[src/rtl/tlgs_pkg.sv]
// ----------------------------------------------------------------------------
// tlgs_pkg
// Shared constants, codes and types for the toroidal Life grid stepper.
// ----------------------------------------------------------------------------
package tlgs_pkg;

    localparam int MAX_SIDE = 64;
    localparam int COORD_W  = $clog2(MAX_SIDE);
    localparam int ADDR_W   = 2 * COORD_W + 1;
    localparam int DEPTH    = 2 ** ADDR_W;
    localparam int SIDE_W   = 7;
    localparam int GEN_W    = 16;
    localparam int CNT_W    = 4;

    localparam logic [1:0] MODE_LOAD = 2'd0;
    localparam logic [1:0] MODE_RUN  = 2'd1;
    localparam logic [1:0] MODE_READ = 2'd2;

    localparam logic CFG_SIDE  = 1'b0;
    localparam logic CFG_ORDER = 1'b1;

    localparam logic [CNT_W-1:0] LIVE_LO = CNT_W'(2);
    localparam logic [CNT_W-1:0] LIVE_HI = CNT_W'(3);

    typedef struct packed {
        logic              we;
        logic [ADDR_W-1:0] waddr;
        logic              wdata;
        logic [ADDR_W-1:0] raddr;
    } mem_req_t;

    typedef struct packed {
        logic clr;
        logic add;
    } acc_ctl_t;

endpackage

[src/rtl/tlgs_count.sv]
// ----------------------------------------------------------------------------
// tlgs_count
// Shared neighbor counter: sums one fetched neighbor bit per cycle and applies
// the survival rule to the final sum.
// ----------------------------------------------------------------------------
module tlgs_count
(
    input  logic               clk,
    input  logic               rst_n,
    input  tlgs_pkg::acc_ctl_t ctl,
    input  logic               nbr_bit,
    output logic               alive_next
);

    logic [tlgs_pkg::CNT_W-1:0] count_reg;
    logic [tlgs_pkg::CNT_W-1:0] count_next;
    logic [tlgs_pkg::CNT_W-1:0] total;

    assign total      = count_reg + {{(tlgs_pkg::CNT_W-1){1'b0}}, nbr_bit};
    assign alive_next = (total == tlgs_pkg::LIVE_LO) || (total == tlgs_pkg::LIVE_HI);

    always_comb
    begin
        priority if (ctl.clr)
        begin
            count_next = '0;
        end
        else if (ctl.add)
        begin
            count_next = total;
        end
        else
        begin
            count_next = count_reg;
        end
    end

    always_ff @(posedge clk or negedge rst_n)
    begin
        if (!rst_n)
        begin
            count_reg <= '0;
        end
        else
        begin
            count_reg <= count_next;
        end
    end

endmodule

[config.mk]
export PLATFORM = sky130hd
export DESIGN_NAME = tlgs_count
export DESIGN_NICKNAME = d
export VERILOG_FILES = /design/src/rtl/tlgs_pkg.sv /design/src/rtl/tlgs_count.sv
export SDC_FILE = /design/constraint.sdc
export NUM_CORES = 1
export LEC_CHECK = 0
export CORE_AREA = 2 2 39 41
export CTS_CLUSTER_SIZE = 8
export DETAILED_ROUTE_END_ITERATION = 7
export DIE_AREA = 0 0 41 43
export DONT_BUFFER_PORTS = 1
export GPL_ROUTABILITY_DRIVEN = 0
export REMOVE_ABC_BUFFERS = 1
export SLEW_MARGIN = 10
export SYNTH_ARGS = -nofsm -noshare
export SYNTH_HDL_FRONTEND = slang
export SYNTH_SLANG_ARGS = --single-unit
export TNS_END_PERCENT = 5
[constraint.sdc]
create_clock -name clk -period 1.4 [get_ports clk]
set_input_delay 0.21 -clock clk [delete_from_list [all_inputs] [get_ports clk]]
set_output_delay 0.21 -clock clk [all_outputs]
set_load 0.01 [all_outputs]
==> results.yml, run 1 <==
timing:
  finalMaxSlewViolations: 0
  hold_viol_final: 0
  worst_slack_ns: -0.242
  rsz0062_at_grt: "true"
  post-route-period-util: 1.17
  worstMarginPinSlew_ns: 0.255
  fin_crit_ns: 1.64
  skew_ns: 0.000869
  relSlewSlack: 0.831
  fin_setup_tns_ns: -0.242
  final-setup-viol-count: 1
  fmax_mhz: 609
synth:
  ys_types: 12
  ys_seq_elements: 4
  post-synth-top-area-cell: "dfrtp_1"
  synthesis.area_sq_um: 234
  yosysWarnings: 0
  netlist.area_leader.share: 0.428
  syn-mean-instance-area_sq_um: 10.2
  seq_area_frac_synth: 0.428
  synth.area.top_cells: "dfrtp_1 (43%), ha_1 (11%), mux2i_1 (8.6%)"
  yosysMostFrequentCell: "nor2_1"
  synth_ff_type: "dfrtp_1"
  synth.top_cells.by_count: "nor2_1 (5), dfrtp_1 (4)"
  synth-async-reset-ratio: 1.00
  synth_edf_count: 0
  syn_inst: 23
floorplanning:
  core_sq_um: 1380
  start_util: 0.169
  die-area_sq_um: 1760
  die-height_um: 43
  pin_count: 6
  placementRows: 14
  die_w_um: 41
route:
  first_iter_violations: 4
  wl_met1_um: 213
  antenna_left: 0
  wl_met2_um: 255
  viasPerCell: 4.17
  met3_length_um: 14
  firstDrtPassIters: 2
  drc: 0
  wl_per_cell_um: 10.9
  vias: 196
  top_layer_used: "met4"
  wirelength_um: 513
clock_network:
  cts_tree: "yes"
  clock-root-buffer: "clkbuf_4"
  cts_sinks: 4
  cts_buffers: 3
  h-tree-depth: 1
  clock_path_buffers: 2
  clk_pin_slew_worst_paths_ns: 0.04
  clk_latency_ns: 0.23
setup_path:
  worstPathArrival_ns: 1.43
  required_ns: 1.19
  crit_type: "reg -> out"
  end_kind: "primary output"
  start_kind: "flop"
  crit_fanout: 3
layout:
  nNetsFinal: 40
  drive_gt1_frac: 0.452
  layout.cells.non_filler: 47
  largest_register_ff_count: 4
  area_growth_pct: 56.7
  n_antenna_cell: 0
  fillCellCount: 149
  fin_util: 0.265
power_and_ir_drop:
  power.density_nw_per_um2: 846
  ir_drop_mv: 0.312
  p_leak_nw: 0.152
placement:
  io_buffers: 0
  place_inst: 42
grt:
  grt_pass1_wl_um: 869
  grt_pass1_vias: 205
  overflow: 0
  grt_max_degree: 6
  antenna_found_initial: 0
  grt_usage: 0.0829
run:
  cap_violations: 0
outcome:
  outcome: "complete, but fails checks"
  violations: "negative setup slack"
worst_hold_path:
  holdCritPathClass: "in -> reg"
[final cells by class]
class	instances	area (sq um)	share of cell area
inverters	1	3.75	0.0102
multi-input cells	18	176	0.481
clock buffers	3	22.5	0.0614
flip-flops and latches	4	100	0.273
repair buffers	5	43.8	0.119
well taps	16	20.0	0.0546
[report_power, final]
| group | switching [mW] | leakage, nW | internal, mW | total (mW) |
|---|---|---|---|---|
| combinational | 0.0182 | 0.0831 | 0.0270 | 0.0453 |
| sequential | 0.00366 | 0.0550 | 0.120 | 0.124 |
| clock | 0.0454 | 0.0138 | 0.0958 | 0.141 |
| total | 0.0672 | 0.152 | 0.243 | 0.310 |
[worst max-delay path: stages, from the launching register on]
cell and delay [ns]:
dfrtp_1 0.40, ha_4 0.18, ha_4 0.27, inv_2 0.04
o32ai_4 0.30
[logic make-up (layout without fill, tap and decap cells)]
logic type | count (synthesis) | in the layout | synth area share
simple gates | 9 | 9 | 0.166
flops | 4 | 4 | 0.428
compound gates | 3 | 3 | 0.123
fa+ha+maj | 2 | 2 | 0.107
xor+xnor | 2 | 2 | 0.0749
mux | 2 | 2 | 0.0856
buf+inv | 1 | 9 | 0.0160
[metal layers]
metal  GRT usage  up-vias
met1      0.0954       89
met2       0.100        6
li1            -       97
met5           0        -
met4       0.100        0
met3      0.0314        4
[path summary, 6_finish.rpt]
kind,endpoint,startpoint,slack [ns],cells past startpoint
setup / recovery,alive_next,count_reg[0],-0.24,4
hold / removal,count_reg[0],ctl[1],0.04,1
setup reg to reg,count_reg[3],count_reg[0],0.14,6
hold reg to reg,count_reg[0],count_reg[0],0.57,2
max in group asynchronous,count_reg[3],rst_n,1.00,1
min in group asynchronous,count_reg[0],rst_n,0.24,1
[metrics by stage]
step                setup slack [ns]  hold WS (ns)  cell area, sq um  power [mW]
finish                        -0.242        0.0366               367       0.310
global route                  -0.300        0.0207               367       0.331
CTS                           -0.277        0.0283               357       0.312
detailed placement            -0.104       -0.0855               277       0.150
global placement             -0.0856       -0.0855               277       0.150
floorplan                    -0.0493       -0.0856               234       0.143
[timing repair]
item	in CTS	in global routing
setup buffers	1	0
hold buffers	1	0
gates resized for setup	8	2
hold endpoints to repair	4	0
pin swaps	5	3
setup endpoints to repair	1	1
[layout by cell type, fill, tap and decap left out]
cell type	count
nand2_1	1
ha_4	2
a21oi_2	1
buf_6	1
dfrtp_1	4
inv_2	1
xor2_1	2
a21boi_2	1
mux2i_1	2
nor2_1	4
nor2_2	1
dlygate4sd3_1	1
buf_4	3
o32ai_4	1
nand3_1	2
nand4_1	1
clkbuf_4	3
No activity file was read; power rests on OpenSTA's default activity.
==> run 2, diff against run 1 <==
- ABC_AREA: default -> 1
==> results.yml, run 2 <==
layout:
  fillCellCount: 160
  drive_gt1_frac: 0.300
  largest_register_ff_count: 4
  n_antenna_cell: 0
  stdcell_area_sq_um: 358
  final_cell_mix: "nand2_1 (13), buf_4 (5), dfrtp_1 (4), inv_1 (3), clkbuf_4 (3)"
  area_growth_pct: 53.8
  fin_util: 0.259
  final_common_cell: "nand2_1"
  nNetsFinal: 49
grt:
  grt_pass1_wl_um: 800
  overflow: 0
  antenna_found_initial: 0
  grt_pass1_vias: 202
  grt_usage: 0.0747
  grt_max_degree: 6
power_and_ir_drop:
  p_leak_nw: 0.174
  p_comb_frac: 0.126
  power.density_nw_per_um2: 831
  p_clk_frac: 0.458
  seq_power_share: 0.416
  netSwitchingPower_uw: 63.0
  power.share.switching: 0.212
  intPower_uw: 234
  ir_drop_mv: 0.667
timing:
  final-setup-viol-count: 1
  skew_ns: 0.00182
  fmax_mhz: 654
  hold_viol_final: 0
  relSlewSlack: 0.808
  fin_crit_ns: 1.53
  fin_setup_tns_ns: -0.128
  finalMaxSlewViolations: 0
  worst_slack_ns: -0.128
  worstMarginPinSlew_ns: 0.287
  post-route-period-util: 1.09
  rsz0062_at_grt: "true"
route:
  first_iter_violations: 4
  wirelength_um: 524
  antenna_left: 0
  viasPerCell: 4.14
  vias: 232
  drc: 0
  wl_per_cell_um: 9.36
  firstDrtPassIters: 2
synth:
  netlist.area_leader.share: 0.430
  yosysWarnings: 0
  synth.top_cells.by_count: "nand2_1 (13), dfrtp_1 (4), inv_1 (3), nor2_1 (3)"
  syn-mean-instance-area_sq_um: 7.51
  synth_edf_count: 0
  yosysMostFrequentCell: "nand2_1"
  synth.area.top_cells: "dfrtp_1 (43%), nand2_1 (21%), ha_1 (11%)"
  seq_area_frac_synth: 0.430
  ys_types: 9
  synthesis.area_sq_um: 233
  synth-async-reset-ratio: 1.00
  synth_ff_type: "dfrtp_1"
  ys_seq_elements: 4
  post-synth-top-area-cell: "dfrtp_1"
  syn_inst: 31
floorplanning:
  placementRows: 14
  die_w_um: 41
  pin_count: 6
  die-area_sq_um: 1760
  start_util: 0.168
  die-height_um: 43
  core_sq_um: 1380
setup_path:
  crit_fanout: 2
  start_kind: "flop"
  crit_type: "reg -> out"
  worstPathArrival_ns: 1.32
  worst-r2r-setup-slack_ns: 0.06
  end_kind: "primary output"
  required_ns: 1.19
clock_network:
  cts_tree: "yes"
  cts_sinks: 4
  cts_buffers: 3
  clk_pin_slew_worst_paths_ns: 0.03
  clk_latency_ns: 0.23
  clock-root-buffer: "clkbuf_4"
  clock_path_buffers: 2
  h-tree-depth: 1
outcome:
  outcome: "complete, but fails checks"
  violations: "negative setup slack"
placement:
  io_buffers: 0
  dpl_cell_area_sq_um: 275
  place.detailed.hpwl_um: 343
run:
  cap_violations: 0
worst_hold_path:
  holdCritPathClass: "in -> reg"
[run 2: worst max-delay path, stage by stage (launching register included)]
cell	delay (ns)
dfrtp_1	0.40
ha_4	0.18
ha_4	0.16
xnor2_2	0.13
nand2_1	0.08
nor2_2	0.13
[run 2: path summary, 6_finish.rpt]
check,startpoint,to,cells past startpoint
setup / recovery,count_reg[0],alive_next,5
hold / removal,ctl[1],count_reg[0],3
setup reg to reg,count_reg[0],count_reg[2],6
hold reg to reg,count_reg[3],count_reg[3],2
max in group asynchronous,rst_n,count_reg[0],1
min in group asynchronous,rst_n,count_reg[2],1
[run 2: stage by stage]
step	total power, mW	setup WS, ns	instances	hold slack, ns
final	0.297	-0.128	56	0.179
after global routing	0.325	-0.206	56	0.180
after CTS	0.300	-0.181	55	0.169
after detailed placement	0.146	-0.0218	50	-0.0854
after global placement	0.146	-0.00853	50	-0.0854
after floorplan	0.139	0.0195	31	-0.0856
[run 2: area by class of cell]
cell class | instances | area (sq um) | share of cell area
clock buffers | 3 | 22.5 | 0.0629
inverters | 3 | 11.3 | 0.0315
multi-input cells | 24 | 156 | 0.437
flip-flops and latches | 4 | 100 | 0.280
well taps | 16 | 20.0 | 0.0559
repair buffers | 6 | 47.5 | 0.133
[run 2: power groups by stage]
stage          Clock, mW  Sequential, mW  Combinational, mW
2_1_floorplan          0           0.123             0.0155
3_3_place_gp           0           0.123             0.0228
3_5_place_dp           0           0.123             0.0229
4_1_cts            0.145           0.123             0.0318
5_1_grt            0.158           0.124             0.0430
6_report           0.136           0.124             0.0375
[run 2: kinds of logic after synthesis]
family                   Yosys count  synth area share
XOR/XNOR                           1            0.0376
adder cells (fa/ha/maj)            2             0.108
flip-flops                         4             0.430
AND/OR/NAND/NOR                   20             0.355
buffers and inverters              3            0.0484
AO/OA/AOI/OAI                      1            0.0215
[run 2: routing by layer]
layer	GRT usage	routed length (um)
met3	0.0628	28
met5	0	0
met4	0.0200	0
met1	0.0721	220
met2	0.116	275
[run 2: timing repair]
action                     4_1_cts  5_1_grt
setup buffers                    1        1
gates resized for setup          5        1
hold buffers                     1        0
hold endpoints to repair         4        0
cloned                           0        0
pin swaps                        4        3
setup endpoints to repair        1        1
