File: config.mk
export PLATFORM = sky130hd
export DESIGN_NAME = tlgs_ctrl
export DESIGN_NICKNAME = d
export VERILOG_FILES = /design/src/rtl/tlgs_pkg.sv /design/src/rtl/tlgs_ctrl.sv
export SDC_FILE = /design/constraint.sdc
export NUM_CORES = 1
export LEC_CHECK = 0
export BUFFER_PORTS_ARGS = -buffer_cell sky130_fd_sc_hd__buf_2
export CAP_MARGIN = 20
export CELL_PAD_IN_SITES_DETAIL_PLACEMENT = 1
export CELL_PAD_IN_SITES_GLOBAL_PLACEMENT = 1
export CORE_MARGIN = 2
export CORE_UTILIZATION = 40
export CTS_CLUSTER_SIZE = 12
export DETAILED_ROUTE_END_ITERATION = 10
export GPL_TIMING_DRIVEN = 1
export PLACE_DENSITY = 0.77
export SYNTH_ARGS = -nofsm -noshare
export SYNTH_HDL_FRONTEND = slang
export SYNTH_SLANG_ARGS = --single-unit
File: constraint.sdc
create_clock -name clk -period 2.8 [get_ports clk]
set_input_delay 0.42 -clock clk [delete_from_list [all_inputs] [get_ports clk]]
set_output_delay 0.42 -clock clk [all_outputs]
set_load 0.01 [all_outputs]
File: src/rtl/tlgs_pkg.sv
// ----------------------------------------------------------------------------
// tlgs_pkg
// Shared constants, codes and types for the toroidal Life grid stepper.
// ----------------------------------------------------------------------------
package tlgs_pkg;

    localparam int MAX_SIDE = 64;
    localparam int COORD_W  = $clog2(MAX_SIDE);
    localparam int ADDR_W   = 2 * COORD_W + 1;
    localparam int DEPTH    = 2 ** ADDR_W;
    localparam int SIDE_W   = 7;
    localparam int GEN_W    = 16;
    localparam int CNT_W    = 4;

    localparam logic [1:0] MODE_LOAD = 2'd0;
    localparam logic [1:0] MODE_RUN  = 2'd1;
    localparam logic [1:0] MODE_READ = 2'd2;

    localparam logic CFG_SIDE  = 1'b0;
    localparam logic CFG_ORDER = 1'b1;

    localparam logic [CNT_W-1:0] LIVE_LO = CNT_W'(2);
    localparam logic [CNT_W-1:0] LIVE_HI = CNT_W'(3);

    typedef struct packed {
        logic              we;
        logic [ADDR_W-1:0] waddr;
        logic              wdata;
        logic [ADDR_W-1:0] raddr;
    } mem_req_t;

    typedef struct packed {
        logic clr;
        logic add;
    } acc_ctl_t;

endpackage

File: src/rtl/tlgs_ctrl.sv
// ----------------------------------------------------------------------------
// tlgs_ctrl
// Item sequencer: serves loads and reads, and walks every cell of every
// generation, fetching eight neighbors then writing the new cell.
// ----------------------------------------------------------------------------
module tlgs_ctrl
(
    input  logic                         clk,
    input  logic                         rst_n,
    input  logic                         start,
    input  logic [1:0]                   mode,
    input  logic [tlgs_pkg::COORD_W-1:0] row,
    input  logic [tlgs_pkg::COORD_W-1:0] col,
    input  logic                         alive_in,
    input  logic [tlgs_pkg::GEN_W-1:0]   generations,
    input  logic [tlgs_pkg::COORD_W-1:0] last,
    input  logic                         order,
    input  logic                         rdata,
    input  logic                         alive_next,
    output tlgs_pkg::mem_req_t           mem_req,
    output tlgs_pkg::acc_ctl_t           acc_ctl,
    output logic                         busy,
    output logic                         result_strobe,
    output logic                         alive_out,
    output logic                         done_res
);

    typedef enum logic [1:0] {S_IDLE, S_FETCH, S_WRITE} state_t;

    localparam int CW = tlgs_pkg::COORD_W;

    state_t                     state_reg;
    logic [2:0]                 k_reg;
    logic [CW-1:0]              r_reg;
    logic [CW-1:0]              c_reg;
    logic [CW-1:0]              last_reg;
    logic                       order_reg;
    logic                       active_reg;
    logic [tlgs_pkg::GEN_W-1:0] gens_reg;
    logic                       rd_pend_reg;
    logic                       rd_in_reg;
    logic                       done_reg;

    logic          accept;
    logic          in_grid;
    logic [CW-1:0] up;
    logic [CW-1:0] dn;
    logic [CW-1:0] lf;
    logic [CW-1:0] rt;
    logic [CW-1:0] nr;
    logic [CW-1:0] nc;
    logic          wbank;

    assign busy    = (state_reg != S_IDLE);
    assign accept  = start && !busy;
    assign in_grid = (row <= last) && (col <= last);

    // wrap at the torus edges
    assign up = (r_reg == '0) ? last_reg : r_reg - CW'(1);
    assign dn = (r_reg == last_reg) ? '0 : r_reg + CW'(1);
    assign lf = (c_reg == '0) ? last_reg : c_reg - CW'(1);
    assign rt = (c_reg == last_reg) ? '0 : c_reg + CW'(1);

    always_comb
    begin
        unique case (k_reg)
            3'd0:    begin nr = up;    nc = lf;    end
            3'd1:    begin nr = up;    nc = c_reg; end
            3'd2:    begin nr = up;    nc = rt;    end
            3'd3:    begin nr = r_reg; nc = lf;    end
            3'd4:    begin nr = r_reg; nc = rt;    end
            3'd5:    begin nr = dn;    nc = lf;    end
            3'd6:    begin nr = dn;    nc = c_reg; end
            default: begin nr = dn;    nc = rt;    end
        endcase
    end

    // in-place order writes the buffer it reads
    assign wbank = order_reg ? active_reg : !active_reg;

    always_comb
    begin
        mem_req = '0;
        unique case (state_reg)
            S_IDLE:
            begin
                mem_req.raddr = {active_reg, row, col};
                mem_req.waddr = {active_reg, row, col};
                mem_req.wdata = alive_in;
                mem_req.we    = accept && (mode == tlgs_pkg::MODE_LOAD) && in_grid;
            end
            S_FETCH:
            begin
                mem_req.raddr = {active_reg, nr, nc};
            end
            default:
            begin
                mem_req.raddr = {active_reg, nr, nc};
                mem_req.waddr = {wbank, r_reg, c_reg};
                mem_req.wdata = alive_next;
                mem_req.we    = 1'b1;
            end
        endcase
    end

    // neighbor k arrives in the cycle after its fetch
    assign acc_ctl.clr = (state_reg == S_FETCH) && (k_reg == 3'd0);
    assign acc_ctl.add = (state_reg == S_FETCH) && (k_reg != 3'd0);

    assign result_strobe = rd_pend_reg || done_reg;
    assign alive_out     = rd_pend_reg && rd_in_reg && rdata;
    assign done_res      = done_reg;

    always_ff @(posedge clk or negedge rst_n)
    begin
        if (!rst_n)
        begin
            state_reg   <= S_IDLE;
            k_reg       <= '0;
            r_reg       <= '0;
            c_reg       <= '0;
            last_reg    <= '0;
            order_reg   <= 1'b0;
            active_reg  <= 1'b0;
            gens_reg    <= '0;
            rd_pend_reg <= 1'b0;
            rd_in_reg   <= 1'b0;
            done_reg    <= 1'b0;
        end
        else
        begin
            rd_pend_reg <= 1'b0;
            done_reg    <= 1'b0;
            unique case (state_reg)
                S_IDLE:
                begin
                    if (accept)
                    begin
                        rd_pend_reg <= (mode == tlgs_pkg::MODE_READ);
                        rd_in_reg   <= in_grid;
                        if (mode == tlgs_pkg::MODE_RUN)
                        begin
                            if (generations == '0)
                            begin
                                done_reg <= 1'b1;
                            end
                            else
                            begin
                                gens_reg  <= generations;
                                last_reg  <= last;
                                order_reg <= order;
                                r_reg     <= '0;
                                c_reg     <= '0;
                                k_reg     <= '0;
                                state_reg <= S_FETCH;
                            end
                        end
                    end
                end
                S_FETCH:
                begin
                    k_reg <= k_reg + 3'd1;
                    if (k_reg == 3'd7)
                    begin
                        state_reg <= S_WRITE;
                    end
                end
                default:
                begin
                    k_reg     <= '0;
                    state_reg <= S_FETCH;
                    if (c_reg != last_reg)
                    begin
                        c_reg <= c_reg + CW'(1);
                    end
                    else
                    begin
                        c_reg <= '0;
                        if (r_reg != last_reg)
                        begin
                            r_reg <= r_reg + CW'(1);
                        end
                        else
                        begin
                            // generation complete: swap buffers in synchronous order
                            r_reg <= '0;
                            if (!order_reg)
                            begin
                                active_reg <= !active_reg;
                            end
                            gens_reg <= gens_reg - tlgs_pkg::GEN_W'(1);
                            if (gens_reg == tlgs_pkg::GEN_W'(1))
                            begin
                                done_reg  <= 1'b1;
                                state_reg <= S_IDLE;
                            end
                        end
                    end
                end
            endcase
        end
    end

`ifndef ASSERT_OFF
    a_no_write_in_fetch: assert property (@(posedge clk) disable iff (!rst_n)
        (state_reg == S_FETCH) |-> !mem_req.we)
        else $error("grid written during neighbor fetch");

    a_write_after_eight: assert property (@(posedge clk) disable iff (!rst_n)
        (state_reg == S_WRITE) |-> $past(state_reg == S_FETCH && k_reg == 3'd7))
        else $error("cell written before all neighbors fetched");

    a_pos_in_grid: assert property (@(posedge clk) disable iff (!rst_n)
        busy |-> (r_reg <= last_reg && c_reg <= last_reg))
        else $error("walk left the grid");

    a_one_result: assert property (@(posedge clk) disable iff (!rst_n)
        !(rd_pend_reg && done_reg))
        else $error("read and run results collide");
`endif

endmodule

==> results_dict.tcl, run 1 <==
set metrics [dict create \
    die-area_mm2 0.0104 \
    rr_worst_depth 6 \
    relSlewSlack 0.564 \
    grt_max_degree 45 \
    swShare 0.246 \
    diodes 0 \
    synth_top_area_frac 0.288 \
    place_hpwl_um 9420 \
    synth_xor_area_frac 0.0619 \
    yosys-top-cells-area "dfrtp_1, ha_1, mux2_2, nand2_1, xor2_1" \
    hp-start "mode[0]" \
    fin_crit_sh 0.970 \
    netlist_area_mm2 0.00382 \
    cp.required_ns 2.38 \
    regArea_mm2 0.00110 \
    clkLatencyLatePin_ns 0.30 \
    initial_utilization 0.414 \
    leakage_uw 0.00212 \
    ys_types 60 \
    ys_seq_elements 44 \
    avgSynthCellArea_um2 8.31 \
    worstSetupPathType "register to output pin" \
    crit_arrival_ns 2.30 \
    dr.pass1.iters 5 \
    cts_buffers 5 \
    fmaxAchievable_mhz 368 \
    grt_first_pass_wirelength_um 20300 \
    synth-seq-area-share 0.288 \
    final_nets 605 \
    grt_pass1_vias 3953 \
    rrSetupSlack_ns 0.26 \
    setup_viol 0 \
    r2r_end "gens_reg[10]$_DFFE_PN0P_" \
    synthAdderAreaFrac 0.0786 \
    drt_wl_total_um 12400 \
    holdWs_ns 0.298 \
    critPathMaxFanout 9 \
    ys.flop_type "dfrtp_1" \
    hold_violations 0 \
    area_growth_pct 20.4 \
    multi_input_area_mm2 0.00256 \
    ant_nets 0 \
    layout_common_cells "buf_2, nand2_1, nor2_1, dfrtp_1, o21ai_0" \
    synth-warning-count 0 \
    largest_reg_flops 16 \
    cts-htree-levels 2 \
    async_flop_share 1.00 \
    r2r-start "c_reg[1]$_DFFE_PN0P_" \
    io_buffers 76 \
    synth_simple_gate_area_frac 0.236 \
    rsz0062_at_grt "true" \
    power_uw 1290 \
    p_seq_frac 0.508 \
    die_h_um 102 \
    min_to "rd_pend_reg$_DFF_PN0_" \
    io_pins 77 \
    skew_ns 0.00928 \
    hold_path_depth 2 \
    status "complete, no violations" \
    slew_violations 0 \
    clk_pin_slew_ns 0.09 \
    placementRows 35 \
    die_x_um 102 \
    power.switching_uw 317 \
    yosysTopAreaCell "dfrtp_1" \
    holdCritPathClass "primary input to register" \
    drtIter0Drc 188 \
    synth_compound_area_frac 0.197 \
    p_int_uw 969 \
    drc 0 \
    pwr-share-comb 0.099 \
    peakVddDrop_v 0.000184 \
    gr-total-overflow 0 \
    cts_tree "yes" \
    wl_per_cell_um 18.5 \
    fin_crit_ns 2.72 \
    synthMuxAreaShare 0.0809 \
    synth_top_family_by_area "simple AND/OR/NAND/NOR gates" \
    cap_violations 0 \
    end_kind "output pin" \
    root_buffer "clkbuf_8" \
    critPathLaunchType "register" \
    antenna_found_initial 0 \
    cts_num_sinks 44 \
    final_common_cell "buf_2" \
    tightest_slew_ns 0.651 \
    fillers 1162 \
    core_mm2 0.00924 \
    synth_edf_count 0 \
    power_frac_clock 0.393 \
    vias_per_cell 5.79 \
    gp_congestion 0.904 \
    layout-drive-gt1-share 0.280 \
    syn-num-nets 527 \
    cts.path.max_buffers 2 \
    p_per_area_mw_per_mm2 280 \
    netlist_instances 460 \
    grt_usage 0.247 \
    num_vias 3871 \
]
## cell usage after synthesis, types with 4 or more instances
cell      count
nand2_1      49
nor2_1       45
dfrtp_1      44
ha_1         24
o21ai_0      24
inv_1        23
xor2_1       21
mux2_2       19
nand3_1      19
a21oi_1      18
clkbuf_1     14
nor3_1       13
a22o_1       11
a31oi_1       8
buf_2         8
mux2i_1       8
nor4_1        8
nand4_1       7
o31ai_1       7
o22ai_1       6
xnor2_1       6
a22oi_1       5
and3_1        5
nor2b_1       5
a21o_1        4
or4_1         4
## cell families after synthesis
family                     count (synthesis)
xor gates and xnor gates                  27
DFF                                       44
AOI/OAI and AO/OA                        109
buffers and inverters                     51
and+or+nand+nor                          177
adders and majority gates                 24
muxes                                     28
## worst max-delay path, cell delays in order, from the launching register on
cell	delay, ns
dfrtp_1	0.52
xor2_1	0.24
nor4_4	0.35
a211oi_2	0.12
buf_4	0.18
a22o_1	0.18
o32a_1	0.27
buf_2	0.14
## metal layers
layer | vias up | routed length [um] | GRT usage
met5 | - | 0 | 0
met4 | 0 | 86 | 0.0457
met3 | 10 | 502 | 0.0283
met2 | 94 | 5930 | 0.406
met1 | 1921 | 5860 | 0.354
li1 | 1846 | - | -
## area by class of cell
type | instances | area share
sequential | 44 | 0.240
clock inverter | 3 | 0.0101
inverter | 23 | 0.0188
clock buffer | 5 | 0.0150
timing repair buffer | 99 | 0.124
multi-input combinational | 365 | 0.557
tap | 129 | 0.0351
## how the worst max path moves through the flow
| stage | end | slack [ns] | depth (start not counted) | startpoint |
|---|---|---|---|---|
| floorplan | mem_req[2] | 0.43 | 5 | k_reg[2]$_DFFE_PN0P_ |
| global placement | mem_req[27] | 0.32 | 9 | last[2] |
| detailed placement | mem_req[5] | 0.27 | 9 | k_reg[0]$_DFFE_PN0P_ |
| CTS | mem_req[5] | -0.0002 | 9 | k_reg[0]$_DFFE_PN0P_ |
| global route | mem_req[3] | -0.02 | 7 | c_reg[1]$_DFFE_PN0P_ |
| finish | mem_req[3] | 0.08 | 7 | c_reg[1]$_DFFE_PN0P_ |
## power by group through the flow
stage               Clock, uW  Sequential [uW]  Combinational, uW
floorplan                   0              663               51.5
global placement            0              665                116
detailed placement          0              666                122
CTS                       522              654                123
global route              542              655                141
finish                    505              653                127
## stage by stage
stage | utilization | setup WS [ns] | cells | cell area [um^2] | TNS [ns]
finish | 0.498 | 0.0840 | 668 | 4600 | 0
global route | 0.498 | -0.0238 | 668 | 4600 | -0.0474
CTS | 0.488 | -0.000244 | 664 | 4510 | -0.000244
detailed placement | 0.473 | 0.268 | 655 | 4370 | 0
global placement | 0.473 | 0.323 | 655 | 4370 | 0
floorplan | - | 0.426 | 460 | 3820 | 0
## timing repair
| action | CTS | global route |
|---|---|---|
| pin swaps | 0 | 2 |
| endpoints found under the hold margin | 0 | 11 |
| resized for setup | 4 | 14 |
| buffers inserted | 1 | 2 |
| hold buffers | 0 | 1 |
| setup endpoints to repair | 5 | 12 |
Note: power is estimated with default switching activity, not from simulation.
==> run 2, diff against run 1 <==
Settings changed: RECOVER_POWER set to 100.
==> results_dict.tcl, run 2 (same netlist as run 1, synthesis figures left out) <==
set metrics [dict create \
    status "complete, no violations" \
    vias_per_cell 5.80 \
    holdWs_ns 0.299 \
    holdCritPathClass "primary input to register" \
    crit_end "mem_req[3]" \
    setup_viol 0 \
    r2r-start "state_reg[0]$_DFFE_PN0P_" \
    fin_crit_ns 2.70 \
    worstSetupPathType "register to output pin" \
    post-place-cells 655 \
    num_vias 3876 \
    grt_first_pass_wirelength_um 20300 \
    dr.pass1.iters 5 \
    path_cells "xor2_1, nor4_4, a211oi_2, buf_4, a22o_1, o32a_1, buf_2" \
    crit_cells 7 \
    rrSetupSlack_ns 0.28 \
    pwr-share-comb 0.096 \
    initial_utilization 0.414 \
    grt_usage 0.247 \
    rsz0062_at_grt "true" \
    slew_violations 0 \
    skew_ns 0.0100 \
    placementRows 35 \
    end_kind "output pin" \
    relSlewSlack 0.434 \
    rr_worst_depth 5 \
    fillers 1170 \
    wl_per_cell_um 18.5 \
    crit_arrival_ns 2.28 \
    regArea_mm2 0.00110 \
    power.switching_uw 317 \
    cts_tree "yes" \
    area_growth_pct 19.4 \
    drt_wl_total_um 12300 \
    final_nets 605 \
    leakage_uw 0.00209 \
    critPathTopFamily "compound AO/OA/AOI/OAI gates" \
    drtIter0Drc 181 \
    peakVddDrop_v 0.000182 \
    instances_no_fill 668 \
    clkLatencyLatePin_ns 0.30 \
    cts_buffers 5 \
    critPathMaxFanout 9 \
    ant_nets 0 \
    cap_violations 0 \
    diodes 0 \
    core_mm2 0.00924 \
    cts-htree-levels 2 \
    layout_common_cells "buf_2, nand2_1, nor2_1, dfrtp_1, o21ai_0" \
    crit_start "c_reg[1]$_DFFE_PN0P_" \
    r2r_end "gens_reg[0]$_DFFE_PN0P_" \
    place_hpwl_um 9420 \
    fin_ws_ns 0.0984 \
    die_h_um 102 \
    cts.path.max_buffers 2 \
    root_buffer "clkbuf_8" \
    p_per_area_mw_per_mm2 281 \
    swShare 0.247 \
    cp.required_ns 2.38 \
    cp.buffers_inverters 2 \
    multi_input_area_mm2 0.00256 \
    fmaxAchievable_mhz 370 \
    fin_crit_sh 0.965 \
    antenna_found_initial 0 \
    die_x_um 102 \
    gr-total-overflow 0 \
    grt_pass1_vias 3953 \
    critPathLaunchType "register" \
    critical_path.max_stage_delay_ns 0.51 \
    cts_num_sinks 44 \
    largest_reg_flops 16 \
    p_int_uw 966 \
    hold_violations 0 \
    preCtsSetupSlack_ns 0.268 \
    final_common_cell "buf_2" \
    io_pins 77 \
    gp_congestion 0.904 \
    clk_pin_slew_ns 0.09 \
    p_seq_frac 0.509 \
    grt_max_degree 45 \
    tightest_slew_ns 0.849 \
    drc 0 \
    hp-start "mode[0]" \
    power_frac_clock 0.394 \
    die-area_mm2 0.0104 \
    io_buffers 76 \
    crit_slowest_cell "dfrtp_1" \
    layout-drive-gt1-share 0.262 \
]
run 2: area by class of cell:
| class | count | share of cell area |
|---|---|---|
| Clock buffer | 5 | 0.0151 |
| Clock inverter | 3 | 0.0101 |
| Inverter | 23 | 0.0189 |
| Multi-Input combinational cell | 365 | 0.561 |
| Sequential cell | 44 | 0.242 |
| Tap cell | 129 | 0.0354 |
| Timing Repair Buffer | 99 | 0.117 |
run 2: timing repair:
| action | 4_1_cts | 5_1_grt |
|---|---|---|
| buffers inserted | 1 | 2 |
| pin swaps | 0 | 2 |
| hold buffers | 0 | 1 |
| cloned | 0 | 0 |
| gates resized for setup | 4 | 14 |
| setup endpoints to repair | 5 | 12 |
| hold endpoints to repair | 0 | 11 |
run 2: worst min-delay path by stage:
stage,endpoint,cells past startpoint
4_1_cts,rd_pend_reg$_DFF_PN0_,2
5_1_grt,rd_pend_reg$_DFF_PN0_,2
3_5_place_dp,active_reg$_DFFE_PN0P_,1
2_1_floorplan,active_reg$_DFFE_PN0P_,0
3_3_place_gp,rd_in_reg$_DFFE_PN0P_,1
6_report,rd_pend_reg$_DFF_PN0_,2
run 2: worst reg2reg max path: stages (launching register included):
cell and delay (ns):
dfrtp_1 0.52, nor2_1 0.60, nand3_1 0.36, clkbuf_1 0.34
or4_1 0.47, o211a_1 0.12
run 2: power by group through the flow:
stage	clock, uW	combinational, uW	sequential, uW
5_1_grt	542	138	655
2_1_floorplan	0	51.5	663
6_report	506	124	653
3_3_place_gp	0	116	665
3_5_place_dp	0	122	666
4_1_cts	522	123	654
run 2: per-stage QoR:
stage | power (uW) | cell area (um^2) | util | TNS [ns]
floorplan | 715 | 3820 | - | 0
global placement | 781 | 4370 | 0.473 | 0
detailed placement | 788 | 4370 | 0.473 | 0
CTS | 1300 | 4510 | 0.488 | -0.000244
global route | 1340 | 4560 | 0.494 | -0.0474
finish | 1280 | 4560 | 0.494 | 0
run 2: per-layer routing:
layer  wire (um)  GRT usage
met4          82     0.0457
met2        5920      0.406
met5           0          0
met1        5780      0.354
met3         559     0.0283
